File: config.mk
export PLATFORM = sky130hd
export DESIGN_NAME = ictc_ctrl
export DESIGN_NICKNAME = d
export VERILOG_FILES = /design/src/hw/rtl/ictc_pkg.sv /design/src/hw/rtl/ictc_ctrl.sv
export SDC_FILE = /design/constraint.sdc
export NUM_CORES = 1
export LEC_CHECK = 0
export ABC_AREA = 1
export BUFFER_PORTS_ARGS = -buffer_cell sky130_fd_sc_hd__buf_2
export CORE_MARGIN = 4
export CORE_UTILIZATION = 40
export CTS_CLUSTER_SIZE = 20
export DETAILED_ROUTE_END_ITERATION = 12
export GPL_TIMING_DRIVEN = 0
export SETUP_SLACK_MARGIN = 0.3
export SLEW_MARGIN = 15
export SYNTH_ARGS = -nofsm -noshare
export SYNTH_HDL_FRONTEND = slang
export SYNTH_SLANG_ARGS = --single-unit
export TNS_END_PERCENT = 20
File: constraint.sdc
create_clock -name clk_i -period 4.9 [get_ports clk_i]
set_input_delay 0.245 -clock clk_i [delete_from_list [all_inputs] [get_ports clk_i]]
set_output_delay 0.245 -clock clk_i [all_outputs]
set_load 0.1 [all_outputs]
File: src/hw/rtl/ictc_pkg.sv
// Package for the illumination change table check.
// Holds the fixed field widths, register indexes, datapath opcodes and the
// command and status structs shared by the controller and the datapath.
`timescale 1ns / 1ps

package ictc_pkg;

  localparam int RAW_W      = 16;  // input color channel
  localparam int CH_W       = 25;  // channel in Q.8 units, perturbed up to 2^25
  localparam int SUM_W      = 27;  // sum of three channels
  localparam int PROD_W     = 56;  // scaled cross products (9 * sl * c)
  localparam int ERR_W      = 16;
  localparam int FACT_W     = 17;  // 1 +/- e in Q1.16
  localparam int STEPS_CFG_W = 10;
  localparam int CFG_IDX_W  = 2;
  localparam int CFG_DATA_W = 16;
  localparam int K_W        = 4;   // divider bit position
  localparam int NCH        = 6;

  localparam logic [CFG_IDX_W-1:0] REG_TABLE_STEPS = 2'd0;
  localparam logic [CFG_IDX_W-1:0] REG_REL_ERROR   = 2'd1;

  localparam logic [STEPS_CFG_W-1:0] STEPS_RESET = 10'd500;
  localparam logic [FACT_W-1:0]      ONE_Q16     = 17'h10000;
  localparam logic [32:0]            ROUND_HALF  = 33'd128;

  typedef enum logic [3:0] {
    OP_NONE,
    OP_LOAD,
    OP_PERT,
    OP_SUM,
    OP_MUL,
    OP_DIVINIT,
    OP_DIVSTEP,
    OP_DIVEND,
    OP_READ
  } dp_op_e;

  typedef struct packed {
    dp_op_e         op;
    logic [2:0]     idx;    // channel for OP_PERT, product for OP_MUL
    logic           axis;   // 0 = r index, 1 = g index
    logic [5:0]     mask;   // perturbation signs, Rl Ru Gl Gu Bl Bu from msb
    logic           first;  // unperturbed pass
    logic [K_W-1:0] k;      // divider bit position
  } cmd_t;

  typedef struct packed {
    logic zero;    // a divisor of the current pass is zero
    logic reject;  // a scaled ratio is above one
    logic bit_q;   // table bit read back
  } status_t;

endpackage

File: src/hw/rtl/ictc_ctrl.sv
// Controller of the illumination change table check.
// Sequences the passes of one query and owns the result strobe.
// Depends on ictc_pkg.
`timescale 1ns / 1ps

module ictc_ctrl #(
  parameter int MAX_STEPS = 512
) (
  input  logic             clk_i,
  input  logic             rst_ni,
  input  logic             start,
  input  logic             kind_i,
  output logic             busy,
  output logic             valid_o,
  output logic             possible_o,
  output logic             degenerate_input_o,
  output ictc_pkg::cmd_t   cmd_o,
  input  ictc_pkg::status_t status_i
);

  localparam int SW = $clog2(MAX_STEPS + 1);

  typedef enum logic [9:0] {
    ST_IDLE = 10'b0000000001,
    ST_PERT = 10'b0000000010,
    ST_SUM  = 10'b0000000100,
    ST_MUL  = 10'b0000001000,
    ST_CMP  = 10'b0000010000,
    ST_DIVI = 10'b0000100000,
    ST_DIVS = 10'b0001000000,
    ST_DIVE = 10'b0010000000,
    ST_READ = 10'b0100000000,
    ST_WAIT = 10'b1000000000
  } state_e;

  state_e                   state_q, state_d;
  logic [2:0]               cnt_q, cnt_d;
  logic [ictc_pkg::K_W-1:0] k_q, k_d;
  logic                     axis_q, axis_d;
  logic [5:0]               m_q, m_d;
  logic                     first_q, first_d;
  logic                     valid_q, valid_d;
  logic                     poss_q, poss_d;
  logic                     deg_q, deg_d;
  logic                     miss;

  always_comb begin
    state_d = state_q;
    cnt_d   = cnt_q;
    k_d     = k_q;
    axis_d  = axis_q;
    m_d     = m_q;
    first_d = first_q;
    valid_d = 1'b0;
    poss_d  = poss_q;
    deg_d   = deg_q;
    miss    = 1'b0;
    cmd_o.op    = ictc_pkg::OP_NONE;
    cmd_o.idx   = cnt_q;
    cmd_o.axis  = axis_q;
    cmd_o.mask  = m_q;
    cmd_o.first = first_q;
    cmd_o.k     = k_q;
    case (state_q)
      ST_IDLE: begin
        if (start) begin
          cmd_o.op = ictc_pkg::OP_LOAD;
          if (kind_i) begin
            state_d = ST_PERT;
            cnt_d   = 3'd0;
            m_d     = 6'd0;
            first_d = 1'b1;
          end
        end
      end
      ST_PERT: begin
        cmd_o.op = ictc_pkg::OP_PERT;
        if (cnt_q == 3'd5) begin
          cnt_d   = 3'd0;
          state_d = ST_SUM;
        end else begin
          cnt_d = cnt_q + 3'd1;
        end
      end
      ST_SUM: begin
        cmd_o.op = ictc_pkg::OP_SUM;
        state_d  = ST_MUL;
      end
      ST_MUL: begin
        cmd_o.op = ictc_pkg::OP_MUL;
        if (cnt_q == 3'd0 && status_i.zero) begin
          if (first_q) begin
            valid_d = 1'b1;
            poss_d  = 1'b0;
            deg_d   = 1'b1;
            state_d = ST_IDLE;
          end else begin
            miss = 1'b1;
          end
        end else if (cnt_q == 3'd3) begin
          state_d = ST_CMP;
        end else begin
          cnt_d = cnt_q + 3'd1;
        end
      end
      ST_CMP: begin
        if (status_i.reject) begin
          miss = 1'b1;
        end else begin
          axis_d  = 1'b0;
          state_d = ST_DIVI;
        end
      end
      ST_DIVI: begin
        cmd_o.op = ictc_pkg::OP_DIVINIT;
        k_d      = ictc_pkg::K_W'(SW - 1);
        state_d  = ST_DIVS;
      end
      ST_DIVS: begin
        cmd_o.op = ictc_pkg::OP_DIVSTEP;
        if (k_q == '0) begin
          state_d = ST_DIVE;
        end else begin
          k_d = k_q - 1'b1;
        end
      end
      ST_DIVE: begin
        cmd_o.op = ictc_pkg::OP_DIVEND;
        if (!axis_q) begin
          axis_d  = 1'b1;
          state_d = ST_DIVI;
        end else begin
          state_d = ST_READ;
        end
      end
      ST_READ: begin
        cmd_o.op = ictc_pkg::OP_READ;
        state_d  = ST_WAIT;
      end
      ST_WAIT: begin
        if (status_i.bit_q) begin
          valid_d = 1'b1;
          poss_d  = 1'b1;
          deg_d   = 1'b0;
          state_d = ST_IDLE;
        end else begin
          miss = 1'b1;
        end
      end
      default: begin
        state_d = ST_IDLE;
      end
    endcase

    // advance to the next sign combination, or give up after the last one
    if (miss) begin
      cnt_d = 3'd0;
      if (first_q) begin
        first_d = 1'b0;
        m_d     = 6'd0;
        state_d = ST_PERT;
      end else if (m_q == 6'd63) begin
        valid_d = 1'b1;
        poss_d  = 1'b0;
        deg_d   = 1'b0;
        state_d = ST_IDLE;
      end else begin
        m_d     = m_q + 6'd1;
        state_d = ST_PERT;
      end
    end
  end

  always_ff @(posedge clk_i or negedge rst_ni) begin
    if (!rst_ni) begin
      state_q <= ST_IDLE;
      cnt_q   <= 3'd0;
      k_q     <= '0;
      axis_q  <= 1'b0;
      m_q     <= 6'd0;
      first_q <= 1'b0;
      valid_q <= 1'b0;
      poss_q  <= 1'b0;
      deg_q   <= 1'b0;
    end else begin
      state_q <= state_d;
      cnt_q   <= cnt_d;
      k_q     <= k_d;
      axis_q  <= axis_d;
      m_q     <= m_d;
      first_q <= first_d;
      valid_q <= valid_d;
      poss_q  <= poss_d;
      deg_q   <= deg_d;
    end
  end

  assign busy               = (state_q != ST_IDLE);
  assign valid_o            = valid_q;
  assign possible_o         = poss_q;
  assign degenerate_input_o = deg_q;

endmodule

==> impl_metrics.json <==
{
  "status": "finished with violations",
  "violations": "hold timing",
  "grt_antenna_before_repair": 0,
  "dp_hpwl_um": 3000,
  "highest_layer": "met4",
  "grt_max_degree": 29,
  "finalPower_mw": 0.970,
  "worstSetupPathType": "flip-flop to output port",
  "finalHoldViolCount": 14,
  "grt_pass1_vias": 1448,
  "fin_nets": 274,
  "synth_simple_gate_area_share_pct": 38.5,
  "drtIter0Drc": 46,
  "diodes": 0,
  "start_kind": "flip-flop",
  "crit_path_end_kind": "output port",
  "maxCapViolCount": 0,
  "die_y_um": 75.6,
  "yosysTopAreaCell": "dfrtp_1",
  "p_comb_share_pct": 57.0,
  "period_minus_slack_ns": 2.22,
  "portBuffers": 29,
  "placed_area_um2": 2040,
  "required_ns": 4.66,
  "switching_share_pct": 54.0,
  "drc": 0,
  "synthFlopType": "dfrtp_1",
  "wl_met2_um": 1720,
  "die_width_um": 75.6,
  "fin_crit_sh_pct": 45.2,
  "clock-sinks": 28,
  "power_density_nw_per_um2": 466,
  "synthXorXnorAreaFrac_pct": 0,
  "leakagePower_nw": 1.16,
  "cts_post_setup_buffers_inserted": 0,
  "met1_length_um": 1920,
  "setup_violations": 0,
  "synth_area_leaders": "dfrtp_1 37%, nand2_1 9.5%, inv_1 7.2%",
  "rsz0062_at_grt": "no",
  "synthesis.area_um2": 1830,
  "worstMarginPinSlew_ns": 0.657,
  "cts_inserted_buffers": 3,
  "synth-async-reset-ratio_pct": 100,
  "maxSlewHeadroom_pct": 56.2,
  "synth_edf_count": 0,
  "cts_tree": "done",
  "grt_pass1_wl_um": 6640,
  "ys_types": 32,
  "final_cell_area_um2": 2080,
  "routed_via_density": 4.82,
  "rows": 24,
  "wl_met3_um": 129,
  "clock_latency_ns": 0.27,
  "drive_gt1_share_pct": 29.2,
  "p_switching_mw": 0.523,
  "wirelength_um": 3790,
  "internal-power_mw": 0.446,
  "synthMostInstantiatedCell": "nand2_1",
  "grt_overflow": 0,
  "final.setup.tns_ns": 0,
  "syn_to_final_growth_pct": 14.0,
  "yosysWarnings": 0,
  "drt_first_pass_iters": 4,
  "root_buffer": "clkbuf_8",
  "clkTransAtPathRegs_ns": 0.10,
  "finClkSkew_ns": 0.00694,
  "ctsResizeCount": 0,
  "wl_per_cell_um": 12.1,
  "syn_nets": 240,
  "seq_area_frac_synth_pct": 38.5,
  "muxShareOfSynthArea_pct": 0,
  "core_um2": 4380,
  "seqPwrFrac_pct": 29.4,
  "pwr-share-clk_pct": 13.6,
  "fmax_mhz": 451,
  "slew_violations": 0,
  "holdBufCountCts": 0,
  "postSynthAreaPerCell_um2": 8.04,
  "ant_nets": 0,
  "final_cells": 312,
  "worstPathMaxFanout": 6,
  "synth_top_area_share_pct": 37.0,
  "synth_compound_area_share_pct": 9.60,
  "grtUsageTotal_pct": 15.1,
  "htreeDepth": 1,
  "ys_seq_elements": 28,
  "placed_cells": 308,
  "syn_inst": 227,
  "hold_ws_ns": -0.0127,
  "synth-adder-area-share_pct": 4.11,
  "min_path_type": "input pin to asynchronous set/reset pin",
  "start_util_pct": 41.6,
  "arrival_ns": 1.97,
  "routabilityCongestion": 0.809,
  "irDropWorstVdd_v": 0.000514,
  "cts_buffer_depth": 2,
  "die-area_um2": 5710,
  "synth_top_family_by_area": "simple AND/OR/NAND/NOR gates",
  "dr_total_vias": 1505,
  "io_pins": 30,
  "utilization_pct": 47.5,
  "ys_top_cells_by_count": "46 x nand2_1, 35 x inv_1, 28 x nor2_1"
}
-- worst max-delay path, stage by stage (launching register included) --
cell and delay [ns]:
dfrtp_1 0.45, nor2_4 0.21, nand2_2 0.12, nor2_4 0.14, nand2_1 0.15, nand2_1 0.10, nor2_1 0.06, inv_1 0.04
buf_2 0.41
-- sequential cells by signal (all words and copies together) (netlist names) --
signal and cells:
state_q 10, m_q 6, valid_o 1, degenerate_input_o 1, first_q 1, axis_q 1, cnt_q 3, k_q 4
possible_o 1
-- final timing paths --
| kind | end | slack (ns) | startpoint | cells past startpoint |
|---|---|---|---|---|
| setup / recovery | cmd_o[17] | 2.68 | state_q[9]$_DFFE_PN0P_ | 8 |
| hold / removal | axis_q$_DFFE_PN0P_ | -0.01 | rst_ni | 1 |
| setup reg to reg | state_q[1]$_DFFE_PN0P_ | 3.09 | cnt_q[0]$_DFFE_PN0P_ | 10 |
| hold reg to reg | cnt_q[2]$_DFFE_PN0P_ | 0.53 | cnt_q[2]$_DFFE_PN0P_ | 2 |
| max in group asynchronous | m_q[5]$_DFF_PN0_ | 4.48 | rst_ni | 1 |
| min in group clk_i | axis_q$_DFFE_PN0P_ | 0.23 | status_i[1] | 3 |
-- layout make-up --
cell class | count | area (um2)
fillers | 445 | 2300
inverters | 40 | 155
well taps | 52 | 65.1
flip-flops and latches | 28 | 702
multi-input cells | 157 | 953
plain buffers | 2 | 15.0
repair buffers | 29 | 145
clock buffers | 4 | 45.0
-- per-stage QoR --
step / hold slack [ns] / setup WS (ns)
3_5_place_dp: 0.321 / 3.00
3_3_place_gp: 0.319 / 3.01
5_1_grt: 0.0481 / 2.56
4_1_cts: 0.0141 / 2.69
2_1_floorplan: -0.0506 / 2.62
6_report: -0.0127 / 2.68
-- power groups by stage --
stage | Combinational [mW] | Clock (mW) | Sequential, mW
after floorplan | 0.388 | 0 | 0.370
after global placement | 0.556 | 0 | 0.289
after detailed placement | 0.559 | 0 | 0.289
after CTS | 0.559 | 0.136 | 0.285
after global routing | 0.602 | 0.148 | 0.290
final | 0.553 | 0.132 | 0.285
-- cells by family after synthesis --
group                      after synthesis
and+or+nand+nor                        125
AOI/OAI and AO/OA                       26
adders and majority gates                6
buffers and inverters                   42
DFF                                     28
-- cell usage in the layout (no fill, tap or decap) --
master,instances
and3_2,1
nor2_4,9
a21boi_0,1
buf_2,29
nand3_4,3
a31oi_4,1
nand3b_1,2
inv_1,35
nand3_1,13
nand2_1,46
a21oi_1,5
a21oi_2,2
nand2_4,4
o21ai_1,2
inv_2,4
o211ai_1,4
nand2_2,6
nor3_1,1
nand3_2,4
clkbuf_1,1
o22ai_1,1
dfstp_2,1
o21ai_2,1
nand4_1,2
buf_4,2
dfrtp_1,27
clkinv_4,1
ha_1,6
clkbuf_8,3
nor2_2,4
nand4_2,1
o32ai_1,1
nor4_1,1
nor2_1,28
o21ai_0,8
-- layer usage --
layer	track usage, %	vias to the layer above
li1	-	789
met3	2.11	2
met4	2.91	0
met1	22.5	693
met2	23.4	21
met5	0	-
Power figures use the tool's default switching activity.
